--- src/hdl/lcrs_pkg.sv ---
// Shared constants, neighbour step tables and the dimension clamp for the
// largest connected region block. No dependencies.
`default_nettype none
package lcrs_pkg;
	localparam int DIM_W        = 7;
	localparam int SIZE_W       = 13;
	localparam int SIZE_MAX     = 8191;
	localparam int CMP_W        = 11;
	localparam int DEF_MAX_ROWS = 64;
	localparam int DEF_MAX_COLS = 64;
	localparam int FIFO_DEPTH   = 2;
	localparam int NB_COUNT     = 8;

	localparam logic [1:0] STEP_NEG  = 2'b11;
	localparam logic [1:0] STEP_ZERO = 2'b00;
	localparam logic [1:0] STEP_POS  = 2'b01;

	localparam logic [1:0] STEP_ROW [NB_COUNT] = '{STEP_NEG, STEP_NEG, STEP_NEG,
		STEP_ZERO, STEP_ZERO, STEP_POS, STEP_POS, STEP_POS};
	localparam logic [1:0] STEP_COL [NB_COUNT] = '{STEP_ZERO, STEP_NEG, STEP_POS,
		STEP_NEG, STEP_POS, STEP_ZERO, STEP_NEG, STEP_POS};

	localparam logic CFG_ROWS = 1'b0;
	localparam logic CFG_COLS = 1'b1;

	// Zero counts as one, anything above the limit counts as the limit.
	function automatic logic [DIM_W-1:0] clamp_dim(input logic [DIM_W-1:0] v,
		input int unsigned lim);
		logic [DIM_W-1:0] r;
		if (v == '0) begin
			r = DIM_W'(1);
		end else if (CMP_W'(v) > CMP_W'(lim)) begin
			r = DIM_W'(lim);
		end else begin
			r = v;
		end
		return r;
	endfunction
endpackage
`default_nettype wire

--- src/hdl/lcrs_fifo.sv ---
// Short command queue between the front and back ends.
// Depends on lcrs_pkg for its depth.
`default_nettype none
module lcrs_fifo import lcrs_pkg::*; #(
	parameter int W = 14
) (
	input  wire logic         clk,
	input  wire logic         arst_n,
	input  wire logic         push,
	input  wire logic [W-1:0] wdata,
	input  wire logic         pop,
	output logic [W-1:0]      rdata,
	output logic              full,
	output logic              empty
);
	localparam int PW = (FIFO_DEPTH > 1) ? $clog2(FIFO_DEPTH) : 1;

	logic [W-1:0] slot_q [FIFO_DEPTH];
	logic [PW-1:0] wp_q, rp_q;
	logic [PW:0]   cnt_q;

	assign full  = cnt_q == (PW+1)'(FIFO_DEPTH);
	assign empty = cnt_q == '0;
	assign rdata = slot_q[rp_q];

	always_ff @(posedge clk) begin
		if (push) begin
			slot_q[wp_q] <= wdata;
		end
	end

	always_ff @(posedge clk or negedge arst_n) begin
		if (!arst_n) begin
			wp_q  <= '0;
			rp_q  <= '0;
			cnt_q <= '0;
		end else begin
			if (push) begin
				wp_q <= (wp_q == PW'(FIFO_DEPTH - 1)) ? '0 : wp_q + PW'(1);
			end
			if (pop) begin
				rp_q <= (rp_q == PW'(FIFO_DEPTH - 1)) ? '0 : rp_q + PW'(1);
			end
			cnt_q <= cnt_q + (PW+1)'(push) - (PW+1)'(pop);
		end
	end
endmodule
`default_nettype wire

--- config.mk ---
export PLATFORM = sky130hd
export DESIGN_NAME = lcrs_fifo
export DESIGN_NICKNAME = d
export VERILOG_FILES = /design/src/hdl/lcrs_pkg.sv /design/src/hdl/lcrs_fifo.sv
export SDC_FILE = /design/constraint.sdc
export NUM_CORES = 1
export LEC_CHECK = 0
export ABC_AREA = 1
export BUFFER_PORTS_ARGS = -buffer_cell sky130_fd_sc_hd__buf_4
export CORE_MARGIN = 2
export CORE_UTILIZATION = 45
export CTS_BUF_LIST = sky130_fd_sc_hd__clkbuf_8 sky130_fd_sc_hd__clkbuf_16
export DETAILED_ROUTE_END_ITERATION = 12
export GPL_TIMING_DRIVEN = 0
export HOLD_SLACK_MARGIN = 0.08
export PLACE_DENSITY = 0.73
export SYNTH_ARGS = -nofsm -noshare
export SYNTH_HDL_FRONTEND = slang
export SYNTH_SLANG_ARGS = --single-unit
--- constraint.sdc ---
create_clock -name clk -period 1.4 [get_ports clk]
set_clock_uncertainty 0.2 [all_clocks]
set_input_delay 0.21 -clock clk [delete_from_list [all_inputs] [get_ports clk]]
set_output_delay 0.21 -clock clk [all_outputs]
set_load 0.005 [all_outputs]
# After elaboration in Yosys (flattened, before gate mapping)
# Memory sizes are Yosys's and may differ from the RTL's.
# Index checks and enable logic that the tools add are counted.
[word_totals]
in_bits = 18
output_inout_bits = 16
word_cells = 14
n_memories = 1
register_bits = 4
mem_bits_rw = 28
[memory_table]
columns = ["name", "words", "word_bits", "read_ports", "rd_clocked_by_memory_dff", "wr", "line_no", "text"]
rows = [
  ["slot_q", 2, 14, 1, 0, 1, "lcrs_fifo.sv:18", "logic [W-1:0] slot_q [FIFO_DEPTH];"],
]
[classes]
muxes = 4
add_sub_neg = 4
eq_ne = 1
reduce_logical = 1
[ops]
columns = ["op", "n"]
rows = [
  ["two-way mux 1 bit", 4],
  ["adder 1 bit, second input constant", 2],
  ["adder 2 x 1 -> 2 bit", 1],
  ["equality test 2 bit, second input constant", 1],
  ["logical NOT 2 bit", 1],
  ["subtractor 2 x 1 -> 2 bit", 1],
]

# Depth between registers and ports, before layout
[logic_depth]
ltp_word = 2
mapped_depth = 7
depth_no_buf = 7

# Worst setup path before layout
# No wires, ideal clock.
[synth_path]
kind = "flip-flop to flip-flop"
from = "reg wp_q"
to = "mem slot_q[0][0], enable pin"
path_stages_with_launch = 2
required_ps = 816
period_less_slack_ps = 1605
setup_ps = 384
setup_slack_ps = -205
arrival_ps = 1021
n_path_buf = 0
cell_sequence = "dfrtp_1 -> nor2_1"
[synth_rtl]
columns = ["element", "line_no", "text"]
rows = [
  ["start: declaration", "lcrs_fifo.sv:19", "logic [PW-1:0] wp_q, rp_q;"],
  ["start signal: assignment", "lcrs_fifo.sv:39", "wp_q <= (wp_q == PW'(FIFO_DEPTH - 1)) ? '0 : wp_q + PW'(1);"],
  ["end: declaration", "lcrs_fifo.sv:18", ""],
]
# Straight into the memory's write port.

# Worst setup path in the final report
[layout_path]
from = "reg rp_q"
to = "out rdata[11]"
[layout_via]
elab_chain_len = 1
[layout_rtl]
columns = ["element", "line_no", "text"]
rows = [
  ["start: declaration", "lcrs_fifo.sv:19", ""],
  ["start signal: assignment", "lcrs_fifo.sv:42", "rp_q <= (rp_q == PW'(FIFO_DEPTH - 1)) ? '0 : rp_q + PW'(1);"],
  ["memory read (2 x 14 bit)", "n/a", ""],
  ["end: declaration", "lcrs_fifo.sv:12", "output logic [W-1:0] rdata,"],
]
# No other way between the ends.

==> flow_summary.json <==
{
  "whs_ps": 221,
  "p_leak_uw": 0.000902,
  "rsz0062_at_grt": "yes",
  "yosysTopAreaCell": "edfxtp_1",
  "worst-path-max-fanout": 5,
  "die_area_um2": 3250,
  "fin_util_pct": 73.3,
  "drtIter0Drc": 20,
  "avgViaCountPerCell": 4.75,
  "postSynthAreaPerCell_um2": 12.9,
  "antennaDiodeCount": 0,
  "dr.pass1.iters": 4,
  "clock-sinks": 32,
  "hold_viol": 0,
  "critPathTopFamily": "buffers and inverters",
  "cp.arrival_ps": 1220,
  "grt_pass1_vias": 967,
  "clk_latency_ps": 280,
  "clockRootBuffer": "clkbuf_8",
  "route.vias.total": 931,
  "antenna_found_initial": 0,
  "ys_seq_elements": 32,
  "required_ps": 990,
  "crit_path_end_kind": "primary output",
  "synth_area_leaders": "edfxtp_1, dfrtp_1, inv_1",
  "synth_area_um2": 1260,
  "start_util_pct": 46.6,
  "cts.reportedPaths.clkPinSlew_ps": 60,
  "dp.final_hpwl_um": 1500,
  "final_nets": 184,
  "violations": "negative setup slack",
  "period_share_pct": 116,
  "finalWorstSetupSlack_ps": -227,
  "yosys_warnings": 0,
  "setup-violations-final": 14,
  "drt-total-wl_um": 2670,
  "overflow": 0,
  "cpPeakStageDelay_ps": 410,
  "syn_inst": 98,
  "critPathBufInv": 3,
  "drtAntennaViolNets": 0,
  "coreArea_um2": 2710,
  "critPathSlowestCell": "dfrtp_1",
  "fp.dieW_um": 57.0,
  "rows": 19,
  "ys_types": 13,
  "synth_top_area_share_pct": 66.6,
  "portBuffers": 33,
  "crit_path_start_kind": "flip-flop",
  "hp-class": "input pin to flip-flop",
  "fp.dieH_um": 57.0,
  "critPathKind": "flip-flop to primary output",
  "area_delta_synth_final_pct": 57.4,
  "relSlewSlack_pct": 71.0,
  "syn-num-nets": 118,
  "crit_path_cell_trace": "buf_6, buf_16, nand2_2, o21ai_2, buf_4",
  "maxCapViolCount": 0,
  "yosysSeqAreaShare_pct": 74.5,
  "final_layout_size_suffix_gt1_share_pct": 43.0,
  "worst_pin_slew_ps": 434,
  "clk_path_buf_depth": 2,
  "status": "finished, violations left",
  "htree_levels": 2,
  "numCtsBuffers": 5,
  "grt_max_degree": 15,
  "io_pins": 34,
  "tritoncts": "built",
  "maxClockFrequency_mhz": 615,
  "slew_viol_final": 0,
  "wl_per_cell_um": 13.6,
  "period_minus_slack_ps": 1630,
  "gp_congestion": 0.659,
  "grt_pass1_wl_um": 4270,
  "ir_drop_mv": 1.48,
  "total_power_uw": 3640,
  "power.density_nw_per_um2": 1830,
  "drc": 0,
  "grtUsageTotal_pct": 19.1
}
-- worst paths after layout --
check	startpoint	end	slack [ps]	cells past startpoint
hold reg to reg	wp_q$_DFFE_PN0P_	wp_q$_DFFE_PN0P_	350	1
setup / recovery	rp_q$_DFFE_PN0P_	rdata[11]	-230	5
setup reg to reg	cnt_q[0]$_DFF_PN0_	cnt_q[1]$_DFF_PN0_	0	6
min in group asynchronous	arst_n	cnt_q[0]$_DFF_PN0_	640	3
hold / removal	pop	cnt_q[0]$_DFF_PN0_	220	4
max in group asynchronous	arst_n	wp_q$_DFFE_PN0P_	180	3
-- synth_stat cells --
library cell	number
edfxtp_1	28
inv_1	21
nand2_1	20
o21ai_0	12
dfrtp_1	4
nor2_1	3
ha_1	2
o21ai_2	2
xor2_1	2
buf_2	1
buf_6	1
buf_8	1
nand3_1	1
-- placed cells by master, fill, tap and decap left out, types with 2 or more instances in the layout --
cell and instances:
clkbuf_8 6, o21ai_1 5, xor2_1 2, inv_1 21
nand2_2 4, nand2_1 11, dfrtp_1 4, dlygate4sd3_1 18
buf_4 39, o21ai_2 8, ha_1 2, buf_6 2
nand2_4 5, edfxtp_1 28
-- registers in the layout (all words and copies together) (netlist names) --
| name | flops |
|---|---|
| cnt_q | 2 |
| rp_q | 1 |
| slot_q | 28 |
| wp_q | 1 |
-- layout make-up --
cell class | count | area [um^2]
buffer | 3 | 33.8
clock inverter | 2 | 7.51
clock buffer | 6 | 82.6
inverter | 21 | 82.6
multi-input combinational | 42 | 292
tap | 31 | 38.8
sequential | 32 | 941
fill | 188 | 723
timing repair buffer | 59 | 509
-- kinds of logic after synthesis --
family,after synthesis,share of synthesized area (%)
simple gates,24,7.23
fa+ha+maj,2,1.98
flops,32,74.5
buf+inv,24,8.72
compound gates,14,6.15
xor+xnor,2,1.39
-- report_power, final --
part           internal, uW  switching (uW)
registers              1290             123
clock network           385             305
logic                   826             713
total                  2500            1140
-- per-layer routing --
layer	wire length (um)	global-route usage [%]	up-vias	share of wire (%)
met4	55	11.0	0	2.1
li1	-	-	448	-
met5	0	0	-	0
met1	947	17.8	441	35
met3	201	9.75	6	7.5
met2	1470	33.3	36	55
-- metrics by stage --
stage	TNS [ps]	instance area [um^2]	instances	setup WS [ps]
finish	-2830	1990	196	-227
global placement	-3050	1550	162	-183
detailed placement	-3500	1550	162	-196
CTS	-2830	1930	195	-211
floorplan	0	1260	98	11.2
global route	-3730	1990	196	-274
-- tightest hold or removal path: stages --
cell and delay [ps]:
buf_4 90, ha_1 220, inv_1 50, ha_1 100
-- repair_timing --
| action | 4_1_cts | 5_1_grt |
|---|---|---|
| setup buffers | 5 | 1 |
| hold buffers | 18 | 0 |
| pin swaps | 3 | 3 |
| resized for setup | 20 | 19 |
| gates cloned | 2 | 0 |
| endpoints found under the setup margin | 42 | 30 |
| hold endpoints to repair | 35 | 0 |
Note: power is estimated with default switching activity, not from simulation.
