`src/hdl/lcrs_pkg.sv`:
```
// Shared constants, neighbour step tables and the dimension clamp for the
// largest connected region block. No dependencies.
`default_nettype none
package lcrs_pkg;
	localparam int DIM_W        = 7;
	localparam int SIZE_W       = 13;
	localparam int SIZE_MAX     = 8191;
	localparam int CMP_W        = 11;
	localparam int DEF_MAX_ROWS = 64;
	localparam int DEF_MAX_COLS = 64;
	localparam int FIFO_DEPTH   = 2;
	localparam int NB_COUNT     = 8;

	localparam logic [1:0] STEP_NEG  = 2'b11;
	localparam logic [1:0] STEP_ZERO = 2'b00;
	localparam logic [1:0] STEP_POS  = 2'b01;

	localparam logic [1:0] STEP_ROW [NB_COUNT] = '{STEP_NEG, STEP_NEG, STEP_NEG,
		STEP_ZERO, STEP_ZERO, STEP_POS, STEP_POS, STEP_POS};
	localparam logic [1:0] STEP_COL [NB_COUNT] = '{STEP_ZERO, STEP_NEG, STEP_POS,
		STEP_NEG, STEP_POS, STEP_ZERO, STEP_NEG, STEP_POS};

	localparam logic CFG_ROWS = 1'b0;
	localparam logic CFG_COLS = 1'b1;

	// Zero counts as one, anything above the limit counts as the limit.
	function automatic logic [DIM_W-1:0] clamp_dim(input logic [DIM_W-1:0] v,
		input int unsigned lim);
		logic [DIM_W-1:0] r;
		if (v == '0) begin
			r = DIM_W'(1);
		end else if (CMP_W'(v) > CMP_W'(lim)) begin
			r = DIM_W'(lim);
		end else begin
			r = v;
		end
		return r;
	endfunction
endpackage
`default_nettype wire

```
`src/hdl/lcrs_front.sv`:
```
// Front end: holds the dimension registers, counts pixel beats and turns each
// into a store command for the back end. Depends on lcrs_pkg.
`default_nettype none
module lcrs_front import lcrs_pkg::*; #(
	parameter int MAX_ROWS = DEF_MAX_ROWS,
	parameter int MAX_COLS = DEF_MAX_COLS,
	parameter int RW = 6,
	parameter int CW = 6
) (
	input  wire logic              clk,
	input  wire logic              arst_n,
	input  wire logic              cfg_we,
	input  wire logic              cfg_addr,
	input  wire logic [DIM_W-1:0]  cfg_data,
	input  wire logic              in_valid,
	input  wire logic              in_stall,
	input  wire logic              pixel,
	output logic [DIM_W-1:0]       rows,
	output logic [DIM_W-1:0]       cols,
	output logic                   cmd_push,
	output logic [RW+CW+1:0]       cmd_data
);
	logic [DIM_W-1:0] rows_q, cols_q;
	logic [RW-1:0]    r_q;
	logic [CW-1:0]    c_q;
	logic             last_c, last_r;

	assign rows     = rows_q;
	assign cols     = cols_q;
	assign last_c   = CMP_W'(c_q) == CMP_W'(cols_q - DIM_W'(1));
	assign last_r   = CMP_W'(r_q) == CMP_W'(rows_q - DIM_W'(1));
	assign cmd_push = in_valid && !in_stall;
	assign cmd_data = {r_q, c_q, pixel, last_r && last_c};

	always_ff @(posedge clk or negedge arst_n) begin
		if (!arst_n) begin
			rows_q <= clamp_dim(DIM_W'(64), MAX_ROWS);
			cols_q <= clamp_dim(DIM_W'(64), MAX_COLS);
			r_q    <= '0;
			c_q    <= '0;
		end else if (cfg_we) begin
			if (cfg_addr == CFG_ROWS) begin
				rows_q <= clamp_dim(cfg_data, MAX_ROWS);
			end else begin
				cols_q <= clamp_dim(cfg_data, MAX_COLS);
			end
			r_q <= '0;
			c_q <= '0;
		end else if (cmd_push) begin
			if (last_c) begin
				c_q <= '0;
				r_q <= last_r ? '0 : r_q + RW'(1);
			end else begin
				c_q <= c_q + CW'(1);
			end
		end
	end
endmodule
`default_nettype wire

```
`config.mk`:
```
export PLATFORM = sky130hd
export DESIGN_NAME = lcrs_front
export DESIGN_NICKNAME = d
export VERILOG_FILES = /design/src/hdl/lcrs_pkg.sv /design/src/hdl/lcrs_front.sv
export SDC_FILE = /design/constraint.sdc
export NUM_CORES = 1
export LEC_CHECK = 0
export ABC_AREA = 0
export BUFFER_PORTS_ARGS = -buffer_cell sky130_fd_sc_hd__buf_2
export CORE_MARGIN = 8
export CORE_UTILIZATION = 55
export CTS_BUF_LIST = sky130_fd_sc_hd__clkbuf_8
export CTS_CLUSTER_DIAMETER = 60
export DETAILED_ROUTE_END_ITERATION = 10
export PLACE_DENSITY_LB_ADDON = 0.08
export SETUP_SLACK_MARGIN = 0.4
export SLEW_MARGIN = 20
export SYNTH_ARGS = -nofsm -noshare
export SYNTH_HDL_FRONTEND = slang
export SYNTH_SLANG_ARGS = --single-unit
```
`constraint.sdc`:
```
create_clock -name clk -period 3.7 [get_ports clk]
set_clock_uncertainty 0.1 [all_clocks]
set_input_delay 0.74 -clock clk [delete_from_list [all_inputs] [get_ports clk]]
set_output_delay 0.74 -clock clk [all_outputs]
set_load 0.005 [all_outputs]
```
# Word level (Yosys, flattened, before mapping)

Index checks and enable logic that the tools add are counted.

Bits in registers: 26

Add/sub/neg operators: 4
Magnitude comparators: 1
Eq/ne operators: 2
Mux-type cells: 9
Bitwise logic cells: 1
Reductions and logical operators: 9

Operators by type and width:

| kind                | count |
|---|---|
| $mux 6              | 7 |
| $eq 6x11->1         | 2 |
| $sub 7x1->8 const B | 2 |
| $mux 7              | 2 |
| $add 6x1->6 const B | 2 |
| $gt 7x7->1 const B  | 1 |
| $logic_not 7->1     | 1 |
| $reduce_and 2->1    | 3 |
| $reduce_bool 2->1   | 2 |
| $logic_and 1x1->1   | 2 |
| $logic_not 1->1     | 1 |
| $not 1->1           | 1 |

# Depth between registers and ports, before layout

Gate-level depths: netlist (run 1).

Depth in word-level cells: 6
Gate-level depth with buffers: 9
Depth with buffers taken out: 8

# Worst setup path before layout (run 1)

No wires, ideal clock.

Path type: flip-flop to output port
From: reg cols_q[0], in the netlist cols[0]
To: out cmd_data[0]
Arrival: 1.990 ns
Slack: 0.870 ns
Stages on the path, launching flop included: 8
Buffers on the path: 1
Path through: dfrtp_1 > clkbuf_1 > inv_1 > ha_1 > or3_1 > a31oi_1 > o211ai_1 > nor2_1

Cells in the longest elaborated chain, start to end: 3

Ends and longest elaborated chain:

| element                | RTL line         | text |
|---|---|---|
| from (decl)            | lcrs_front.sv:23 | `logic [DIM_W-1:0] rows_q, cols_q;` |
| from (signal assigned) | lcrs_front.sv:38 | `cols_q <= clamp_dim(DIM_W'(64), MAX_COLS);` |
| from (signal assigned) | lcrs_front.sv:45 | `cols_q <= clamp_dim(cfg_data, MAX_COLS);` |
| $sub 7x1->8            | lcrs_front.sv:30 | `assign last_c = CMP_W'(c_q) == CMP_W'(cols_q - DIM_W'(1));` |
| $eq 6x11->1            | lcrs_front.sv:30 |  |
| $logic_and 1x1->1      | lcrs_front.sv:33 | `assign cmd_data = {r_q, c_q, pixel, last_r && last_c};` |
| to (decl)              | lcrs_front.sv:21 | `output logic [RW+CW+1:0] cmd_data` |

Every way passes these cells.

# Worst setup path in the final report (run 1)

From: reg rows_q[1], in the netlist rows[1]
To: out cmd_data[0]

Cells in the longest elaborated chain, start to end: 3

Ends and longest elaborated chain:

| element                | RTL line         | text |
|---|---|---|
| from (decl)            | lcrs_front.sv:23 |  |
| from (signal assigned) | lcrs_front.sv:37 | `rows_q <= clamp_dim(DIM_W'(64), MAX_ROWS);` |
| from (signal assigned) | lcrs_front.sv:43 | `rows_q <= clamp_dim(cfg_data, MAX_ROWS);` |
| $sub 7x1->8            | lcrs_front.sv:31 | `assign last_r = CMP_W'(r_q) == CMP_W'(rows_q - DIM_W'(1));` |
| $eq 6x11->1            | lcrs_front.sv:31 |  |
| $logic_and 1x1->1      | lcrs_front.sv:33 |  |

Every way passes these cells.

==> results of run 1 <==
per-layer routing:
layer	part of all wire, %	wire length (microns)	up-vias
li1	-	-	774
met2	51	2187	39
met4	1.2	51	0
met5	0	0	-
met1	43	1836	741
met3	5.0	213	5
cells by family after synthesis:
kind of cell | count (synthesis)
and+or+nand+nor | 85
AOI/OAI and AO/OA | 46
DFF | 26
buffers and inverters | 16
xor gates and xnor gates | 12
adders and majority gates | 4
muxes | 3
cells in the mapped netlist (all sizes together), types with 2 or more instances:
cell type  instances
and3b              2
dfstp              2
nand2b             9
or4b               2
o21ai             15
nor2               9
mux2               2
clkbuf             7
ha                 4
inv                8
nand3              6
a21oi              8
o31ai              4
nor2b              5
xnor2             10
xor2               2
nand2             27
nor3               9
o211ai             3
or4                2
a31oi              6
nor3b              2
dfrtp             24
nand4              2
or3                6
state kept, by name (all words and copies together) (netlist names):
name,count
cols,7
r_q,6
rows,7
c_q,6
stage by stage:
| stage | worst slack, ps | hold slack (ps) | utilization (%) |
|---|---|---|---|
| finish | 497.1 | 343.7 | 67.98 |
| global route | 394.8 | 397.4 | 67.98 |
| CTS | 426.3 | 368.8 | 65.84 |
| detailed placement | 704.9 | 468.3 | 63.74 |
| global placement | 782.9 | 454.4 | 63.74 |
| floorplan | 870.0 | 344.4 | - |
worst max-delay path by stage:
stage / cells past startpoint / endpoint / slack, ps
after CTS: 6 / cmd_data[0] / 430
after global routing: 6 / cmd_data[0] / 390
after detailed placement: 7 / cmd_data[0] / 700
after global placement: 7 / cmd_data[0] / 780
after floorplan: 7 / cmd_data[0] / 870
final: 6 / cmd_data[0] / 500
power by group through the flow:
stage          combinational [W]  clock, W  sequential [W]
3_5_place_dp            0.000169         0        0.000346
2_1_floorplan           0.000118         0        0.000338
4_1_cts                 0.000171  0.000195        0.000340
5_1_grt                 0.000210  0.000203        0.000344
3_3_place_gp            0.000165         0        0.000343
6_report                0.000189  0.000189        0.000340
layout make-up:
type | instances | area share (%)
Multi-Input combinational cell | 150 | 48.83
Sequential cell | 26 | 32.45
Timing Repair Buffer | 47 | 12.48
Clock buffer | 4 | 2.719
Tap cell | 33 | 2.040
Inverter | 8 | 1.483
what timing repair did:
action	in CTS	in global routing
setup buffers	1	6
hold buffers	0	0
cloned	0	0
setup endpoints to repair	1	1
pin swaps	1	2
gates resized for setup	0	6
==> flow_metrics.env, run 1 <==
export IMPL_yosysUniqueCellTypes=47
export IMPL_htreeDepth=1
export IMPL_cp_start_kind="flip-flop"
export IMPL_die_area_sq_um=5104
export IMPL_synth_top_cell_by_area="dfrtp_1"
export IMPL_slew_headroom_pct=61.81
export IMPL_finalCriticalPeriod_ps=3203
export IMPL_switching_share_pct=31.65
export IMPL_busiest_layer="met2"
export IMPL_cp_required_ps=2860
export IMPL_multi_input_area_sq_um=988.4
export IMPL_netlist_area_sq_um=1690
export IMPL_met2_usage_pct=30.10
export IMPL_crit_type="flip-flop to primary output"
export IMPL_synth_simple_area_share_pct=27.68
export IMPL_synth_fa_ha_area_share_pct=2.961
export IMPL_vias_per_cell=5.817
export IMPL_fin_nets=254
export IMPL_yosysWarnings=0
export IMPL_synth_seq_cells=26
export IMPL_detail_route_antenna_nets=0
export IMPL_worst_pin_slew_ps=572.8
export IMPL_use_met3_pct=3.347
export IMPL_core_area_sq_um=2978
export IMPL_reg2reg_to="r_q[2]"
export IMPL_slew_violations=0
export IMPL_cp_data_arrival_time_ps=2360
export IMPL_max_freq_ghz=0.3122
export IMPL_muxShareOfSynthArea_pct=1.925
export IMPL_worst_path_max_fanout=5
export IMPL_finalHoldViolations=0
export IMPL_status="finished, final reports clean"
export IMPL_start_util_pct=56.76
export IMPL_numCtsBuffers=3
export IMPL_clock_sinks=26
export IMPL_grt_setup_unrepaired="false"
export IMPL_dieWidth_microns=71.44
export IMPL_p_seq_share_pct=47.4
export IMPL_grt_met1_usage_pct=19.92
export IMPL_grt_pass1_wl_microns=7141
export IMPL_die_h_microns=71.44
export IMPL_nFillCells=245
export IMPL_reg2reg_depth=8
export IMPL_grtUsageTotal_pct=17.16
export IMPL_cts_tree="built"
export IMPL_gp_congestion=0.7943
export IMPL_tns_ps=0
export IMPL_synth_xor_area_share_pct=6.218
export IMPL_slowest_delay_ps=560
export IMPL_crit_start="rows[1]"
export IMPL_power_switching_w=0.0002273
export IMPL_drtIter0Drc=133
export IMPL_yosys_area_top_type_share_pct=35.53
export IMPL_hpwl_microns=3100
export IMPL_reg2reg_from="cols[0]"
export IMPL_path_clk_slew_ps=90
export IMPL_placedInstanceArea_sq_um=1898
export IMPL_syn_inst=192
export IMPL_synth_net_count=210
export IMPL_placed_cells=257
export IMPL_final_cell_mix="buf_2, nand2_1, dfrtp_1"
export IMPL_comb_power_share_pct=26.3
export IMPL_grt_pass1_vias=1592
export IMPL_synth_main_ff_cell="dfrtp_1"
export IMPL_vias=1559
export IMPL_path_cells="or4_4 -> or3_1 -> a211oi_2 -> nand4_1 -> nor2_1 -> buf_2"
export IMPL_total_power_w=0.0007181
export IMPL_n_antenna_cell=0
export IMPL_num_io_pins=43
export IMPL_yosys_top_cells_area="dfrtp_1, nand2_1, xnor2_1"
export IMPL_p_leak_nw=0.9075
export IMPL_setup_viol=0
export IMPL_ys_seq_area_share_pct=38.64
export IMPL_drc=0
export IMPL_register_area_sq_um=656.9
export IMPL_peakVddDrop_mv=0.2619
export IMPL_synthArstFlopShare_pct=100.0
export IMPL_clockBufferDepth=2
export IMPL_grt_antenna_before_repair=0
export IMPL_critPathTopFamily="simple AND/OR/NAND/NOR gates"
export IMPL_crit_buf_inv=1
export IMPL_syn_area_per_cell_sq_um=8.804
export IMPL_clkPwrFrac_pct=26.4
export IMPL_ctsRootBufferMaster="clkbuf_8"
export IMPL_synth_edff_count=0
export IMPL_r2r_setup_slack_ps=1130
export IMPL_cap_violations=0
export IMPL_hp_class="primary input to async pin"
export IMPL_grt_max_degree=27
export IMPL_cp_end_kind="primary output"
export IMPL_period_share_pct=86.57
export IMPL_finish_instance_area_sq_um=2024
export IMPL_synth_top_family_by_area="simple AND/OR/NAND/NOR gates"
export IMPL_p_int_w=0.0004908
export IMPL_instances_no_fill=268
export IMPL_syn2layout_area_growth_pct=19.76
export IMPL_wl_microns=4287
export IMPL_power_per_cell_area_nw_per_um2=354.7
export IMPL_drive_gt1_share_pct=28.51
export IMPL_wl_per_cell_microns=16.00
export IMPL_clkLatencyLatePin_ps=280
export IMPL_synth_compound_area_share_pct=18.80
export IMPL_final_common_cell="buf_2"
export IMPL_portBuffers=40
export IMPL_row_count=20
export IMPL_grt_overflow=0
export IMPL_cp_slowest_cell="or4_4"
export IMPL_drtPass1Iterations=5
Note: power is estimated with default switching activity, not from simulation.
==> inputs of run 2 (changes only) <==
--- a/config.mk
+++ b/config.mk
@@ -5,7 +5,7 @@
 export SDC_FILE = /design/constraint.sdc
 export NUM_CORES = 1
 export LEC_CHECK = 0
-export ABC_AREA = 0
+export ABC_AREA = 1
 export BUFFER_PORTS_ARGS = -buffer_cell sky130_fd_sc_hd__buf_2
 export CORE_MARGIN = 8
 export CORE_UTILIZATION = 55
@@ -14,7 +14,7 @@
 export DETAILED_ROUTE_END_ITERATION = 10
 export PLACE_DENSITY_LB_ADDON = 0.08
 export SETUP_SLACK_MARGIN = 0.4
-export SLEW_MARGIN = 20
+export SLEW_MARGIN = 10
 export SYNTH_ARGS = -nofsm -noshare
 export SYNTH_HDL_FRONTEND = slang
 export SYNTH_SLANG_ARGS = --single-unit
==> run 2 against run 1 <==
Effect of this change: clock-buffer cell count did not move; global-route usage increased by 1.6 points; worst hold slack better by 12 ps; final area is 3.6% higher; core utilization fell by 3.6 points; total power up 12%; sequential power grew 6%; die area rose by 5.4%; critical endpoint unchanged; largest cell class unchanged.
==> flow_metrics.env, run 2 <==
export IMPL_synth_seq_cells=26
export IMPL_gp_congestion=0.9333
export IMPL_fin_nets=338
export IMPL_synth_main_ff_cell="dfrtp_1"
export IMPL_grt_setup_unrepaired="false"
export IMPL_hpwl_microns=3699
export IMPL_cts_resized=0
export IMPL_syn2layout_area_growth_pct=15.99
export IMPL_worst_pin_slew_ps=582.1
export IMPL_clkLatencyLatePin_ps=270
export IMPL_num_io_pins=43
export IMPL_yosysUniqueCellTypes=22
export IMPL_yosys_top_cells_area="dfrtp_1, nand2_1, inv_1"
export IMPL_core_area_sq_um=3258
export IMPL_start_util_pct=55.49
export IMPL_numCtsBuffers=3
export IMPL_finalCriticalPeriod_ps=2856
export IMPL_cp_end_kind="primary output"
export IMPL_syn_inst=278
export IMPL_cp_start_kind="flip-flop"
export IMPL_grt_pass1_vias=1719
export IMPL_yosysWarnings=0
export IMPL_synthTopCellsByCount="nand2_1, inv_1, nor2_1"
export IMPL_final_common_cell="nand2_1"
export IMPL_grtUsageTotal_pct=18.74
export IMPL_worst_path_max_fanout=7
export IMPL_path_clk_slew_ps=100
export IMPL_ctsRootBufferMaster="clkbuf_8"
export IMPL_setup_viol=0
export IMPL_grt_max_degree=27
export IMPL_p_leak_nw=1.191
export IMPL_synth_compound_area_share_pct=8.097
export IMPL_period_share_pct=77.19
export IMPL_vias_per_cell=4.973
export IMPL_postCtsHoldBufs=0
export IMPL_crit_start="rows[0]"
export IMPL_reg2reg_to="r_q[3]"
export IMPL_clockBufferDepth=2
export IMPL_hp_class="primary input to async pin"
export IMPL_reg2reg_depth=13
export IMPL_drtIter0Drc=123
export IMPL_yosys_area_top_type_share_pct=33.22
export IMPL_tns_ps=0
export IMPL_cp_data_arrival_time_ps=2020
export IMPL_crit_type="flip-flop to primary output"
export IMPL_total_power_w=0.0008046
export IMPL_cts_tree="built"
export IMPL_die_h_microns=73.34
export IMPL_reg2reg_from="cols[0]"
export IMPL_wl_microns=4746
export IMPL_die_area_sq_um=5378
export IMPL_ys_seq_area_share_pct=36.12
export IMPL_cp_required_ps=2860
export IMPL_n_antenna_cell=0
export IMPL_synth_edff_count=0
export IMPL_grt_overflow=0
export IMPL_slew_headroom_pct=61.20
export IMPL_synth_top_cell_by_area="dfrtp_1"
export IMPL_r2r_setup_slack_ps=1650
export IMPL_synth_net_count=296
export IMPL_synthArstFlopShare_pct=100.0
export IMPL_grt_pass1_wl_microns=8024
export IMPL_cts_setup_buffers=0
export IMPL_yosys_cell_count_top_type="nand2_1"
export IMPL_drc=0
export IMPL_status="finished, final reports clean"
export IMPL_clock_sinks=26
export IMPL_grt_antenna_before_repair=0
export IMPL_finalHoldViolations=0
export IMPL_syn_area_per_cell_sq_um=6.504
export IMPL_max_freq_ghz=0.3501
export IMPL_synth_xor_area_share_pct=3.391
export IMPL_htreeDepth=1
export IMPL_power_per_cell_area_nw_per_um2=383.7
export IMPL_drive_gt1_share_pct=18.81
export IMPL_wl_per_cell_microns=13.00
export IMPL_drtPass1Iterations=4
export IMPL_row_count=21
export IMPL_slew_violations=0
export IMPL_synth_fa_ha_area_share_pct=2.768
export IMPL_netlist_area_sq_um=1808
export IMPL_detail_route_antenna_nets=0
export IMPL_synth_simple_area_share_pct=39.38
export IMPL_peakVddDrop_mv=0.1985
export IMPL_nFillCells=336
export IMPL_cap_violations=0
export IMPL_final_cell_mix="nand2_1, buf_2, inv_1"
export IMPL_dieWidth_microns=73.34
export IMPL_synth_top_family_by_area="simple AND/OR/NAND/NOR gates"
export IMPL_portBuffers=40
export IMPL_muxShareOfSynthArea_pct=0
export IMPL_vias=1815
## run 2: cell types whose count changed in the layout (fill, tap and decap cells not counted), sizes merged, moves of 9 or more
cell,delta
inv,+35
nand2,+77
nand2b,-9
nand3,+9
nand4,+10
nor2,+28
## run 2: cell type report
| type | count | area (sq um) | share of cell area (%) |
|---|---|---|---|
| Multi-Input combinational cell | 206 | 969.7 | 46.24 |
| Sequential cell | 26 | 653.1 | 31.15 |
| Timing Repair Buffer | 40 | 200.2 | 9.547 |
| Inverter | 43 | 161.4 | 7.697 |
| Tap cell | 46 | 57.56 | 2.745 |
| Clock buffer | 4 | 55.05 | 2.625 |
## run 2: through the flow
stage	setup slack, ps	hold slack, ps	utilization, %	cell area (sq um)	std cells
floorplan	1437	344.4	-	1808	278
global placement	1230	402.9	62.67	2042	361
detailed placement	1180	412.1	62.67	2042	361
CTS	856.2	374.6	64.36	2097	365
global route	675.3	407.2	64.36	2097	365
finish	844.0	355.7	64.36	2097	365
## run 2: cell families after synthesis
logic type                 after synthesis
and+or+nand+nor                        170
AOI/OAI and AO/OA                       25
adders and majority gates                4
buffers and inverters                   46
xor gates and xnor gates                 7
DFF                                     26
## run 2: worst max-delay path by stage
stage,end,slack (ps)
after detailed placement,cmd_data[0],1180
after floorplan,cmd_data[0],1440
after global routing,cmd_data[0],680
after CTS,cmd_data[0],860
final,cmd_data[0],840
after global placement,cmd_data[0],1230
## run 2: metal layers
layer | part of all wire [%] | track usage, % | up-vias
li1 | - | - | 955
met1 | 49 | 24.53 | 824
met2 | 46 | 31.08 | 32
met3 | 3.7 | 3.138 | 4
met4 | 0.88 | 4.435 | 0
met5 | 0 | 0 | -
## run 2: report_power, final
group | internal, W | leakage, nW | switching, W
sequential | 0.000314 | 0.341 | 0.0000446
combinational | 0.0000999 | 0.822 | 0.000156
clock | 0.0000953 | 0.0288 | 0.0000945
## run 2: critical path, cell delays in order, from the launching register on
cell and delay (ps):
dfrtp_1 430, inv_1 130, ha_1 280, inv_1 60, nand2_1 70, nand2_1 60, nand2_1 50, nand3_1 70
nor2_1 80, nand3_1 240, nor2_1 150, buf_2 130
==> inputs of run 3 (changes only) <==
--- a/config.mk
+++ b/config.mk
@@ -8,7 +8,7 @@
 export ABC_AREA = 1
 export BUFFER_PORTS_ARGS = -buffer_cell sky130_fd_sc_hd__buf_2
 export CORE_MARGIN = 8
-export CORE_UTILIZATION = 55
+export CORE_UTILIZATION = 50
 export CTS_BUF_LIST = sky130_fd_sc_hd__clkbuf_8
 export CTS_CLUSTER_DIAMETER = 60
 export DETAILED_ROUTE_END_ITERATION = 10
==> constraint.sdc (replaced) <==
create_clock -name clk -period 2.6 [get_ports clk]
set_clock_uncertainty 0.1 [all_clocks]
set_input_delay 0.52 -clock clk [delete_from_list [all_inputs] [get_ports clk]]
set_output_delay 0.52 -clock clk [all_outputs]
set_load 0.005 [all_outputs]
==> run 3 against run 2 <==
Effect of this change: core utilization decreased by 2.8 points; total power increased by 46%; die area increased by 7.8%; via count increased by 3.4%; non-clock buffer count increased by 8; sequential power increased by 42%; final cell count increased by 2.7%; clock power increased by 37%; sequential share of layout area decreased by 1.5 points.
==> flow_metrics.env, run 3 (synthesized netlist as in run 2, its figures left out) <==
export IMPL_status="finished, final reports clean"
export IMPL_grt_max_degree=27
export IMPL_period_share_pct=89.75
export IMPL_syn2layout_area_growth_pct=21.80
export IMPL_slowest_delay_ps=390
export IMPL_crit_buf_inv=3
export IMPL_peakVddDrop_mv=0.2399
export IMPL_utilization_pct=61.54
export IMPL_worst_pin_slew_ps=599.6
export IMPL_grt_pass1_wl_microns=8404
export IMPL_wl_microns=4751
export IMPL_gp_congestion=0.9049
export IMPL_finalCriticalPeriod_ps=2333
export IMPL_clock_sinks=26
export IMPL_setup_viol=0
export IMPL_cp_start_kind="flip-flop"
export IMPL_row_count=22
export IMPL_slew_headroom_pct=60.03
export IMPL_finalHoldViolations=0
export IMPL_cap_violations=0
export IMPL_grt_pass1_vias=1869
export IMPL_clockBufferDepth=2
export IMPL_vias=1876
export IMPL_p_leak_nw=1.231
export IMPL_dieWidth_microns=76.13
export IMPL_path_clk_slew_ps=90
export IMPL_worst_path_max_fanout=2
export IMPL_cp_data_arrival_time_ps=1710
export IMPL_crit_type="flip-flop to primary output"
export IMPL_fin_nets=346
export IMPL_start_util_pct=50.52
export IMPL_final_common_cell="nand2_1"
export IMPL_htreeDepth=1
export IMPL_cpMostUsedCell="nor2_1"
export IMPL_portBuffers=40
export IMPL_numCtsBuffers=3
export IMPL_cp_slowest_cell="dfrtp_1"
export IMPL_tns_ps=0
export IMPL_n_antenna_cell=0
export IMPL_grt_setup_unrepaired="true"
export IMPL_grt_antenna_before_repair=0
export IMPL_hpwl_microns=3655
export IMPL_cp_end_kind="primary output"
export IMPL_wl_per_cell_microns=12.67
export IMPL_drive_gt1_share_pct=23.55
export IMPL_power_per_cell_area_nw_per_um2=534.8
export IMPL_cp_required_ps=1980
export IMPL_drtIter0Drc=94
export IMPL_die_area_sq_um=5796
export IMPL_critPathTopFamily="simple AND/OR/NAND/NOR gates"
export IMPL_drc=0
export IMPL_ctsRootBufferMaster="clkbuf_8"
export IMPL_die_h_microns=76.13
export IMPL_max_freq_ghz=0.4286
export IMPL_crit_start="rows[0]"
export IMPL_slew_violations=0
export IMPL_cts_tree="built"
export IMPL_vias_per_cell=5.003
export IMPL_grtUsageTotal_pct=16.65
export IMPL_reg2reg_depth=13
export IMPL_path_cells="inv_2 -> ha_4 -> inv_1 -> nand2_1 -> nand2_1 -> nor2_1 -> nand3_1 -> nor2_1 -> nand3_2 -> nor2_1 -> buf_2"
export IMPL_grt_overflow=0
export IMPL_drtPass1Iterations=4
export IMPL_clkLatencyLatePin_ps=270
export IMPL_reg2reg_to="r_q[4]"
export IMPL_num_io_pins=43
export IMPL_reg2reg_from="cols[0]"
export IMPL_core_area_sq_um=3578
export IMPL_hp_class="primary input to async pin"
export IMPL_r2r_setup_slack_ps=710
export IMPL_detail_route_antenna_nets=0
export IMPL_final_cell_mix="nand2_1, buf_2, inv_1"
[run 3: changes by cell type in the layout (fill, tap and decap cells not counted)]
cell,previous run,this run
buf_4,0,8
ha_1,4,2
ha_4,0,2
inv_1,39,36
inv_2,4,7
nand3_1,15,14
nand3_2,0,1
nor2_1,32,29
nor2_2,5,7
nor2_4,0,1
[run 3: timing repair]
action,CTS,global route
resized for setup,12,0
setup buffers,6,1
setup endpoints to repair,1,1
pin swaps,5,2
hold buffers,0,0
endpoints found under the hold margin,0,0
[run 3: how the worst max path moves through the flow]
stage          slack (ps)  cells after the start          end
6_report              270                     11  cmd_data[0]
5_1_grt               130                     11  cmd_data[0]
4_1_cts               290                     11  cmd_data[0]
3_5_place_dp          440                     11  cmd_data[0]
3_3_place_gp          460                     11  cmd_data[0]
2_1_floorplan         560                     10  cmd_data[0]
[run 3: per-stage QoR]
stage          total power, W  cell area, sq um  setup WS, ps  std cells  hold slack (ps)
2_1_floorplan       0.0007568              1808         556.6        278            124.4
3_3_place_gp        0.0008784              2052         462.3        364            402.3
3_5_place_dp        0.0008807              2052         439.5        364            394.1
4_1_cts              0.001180              2195         288.5        374            166.7
5_1_grt              0.001274              2202         127.4        375            187.9
6_report             0.001178              2202         266.6        375            145.3
[run 3: layout make-up]
cell class                 instances  area, sq um
clock buffer                       4        55.05
fill                             355         1376
inverter                          43        161.4
multi-input combinational        206         1012
sequential                        26        653.1
tap                               48        60.06
timing repair buffer              48        260.3
[run 3: power by group]
part | switching (W) | internal (W)
clock | 0.000125 | 0.000135
sequential | 0.0000612 | 0.000447
combinational | 0.000239 | 0.000170
total | 0.000425 | 0.000753
[run 3: per-layer routing]
metal | track usage [%] | vias up | part of all wire, %
li1 | - | 973 | -
met1 | 20.41 | 854 | 46
met2 | 28.96 | 45 | 50
met3 | 2.594 | 4 | 3.7
met4 | 5.192 | 0 | 0.76
met5 | 0 | - | 0
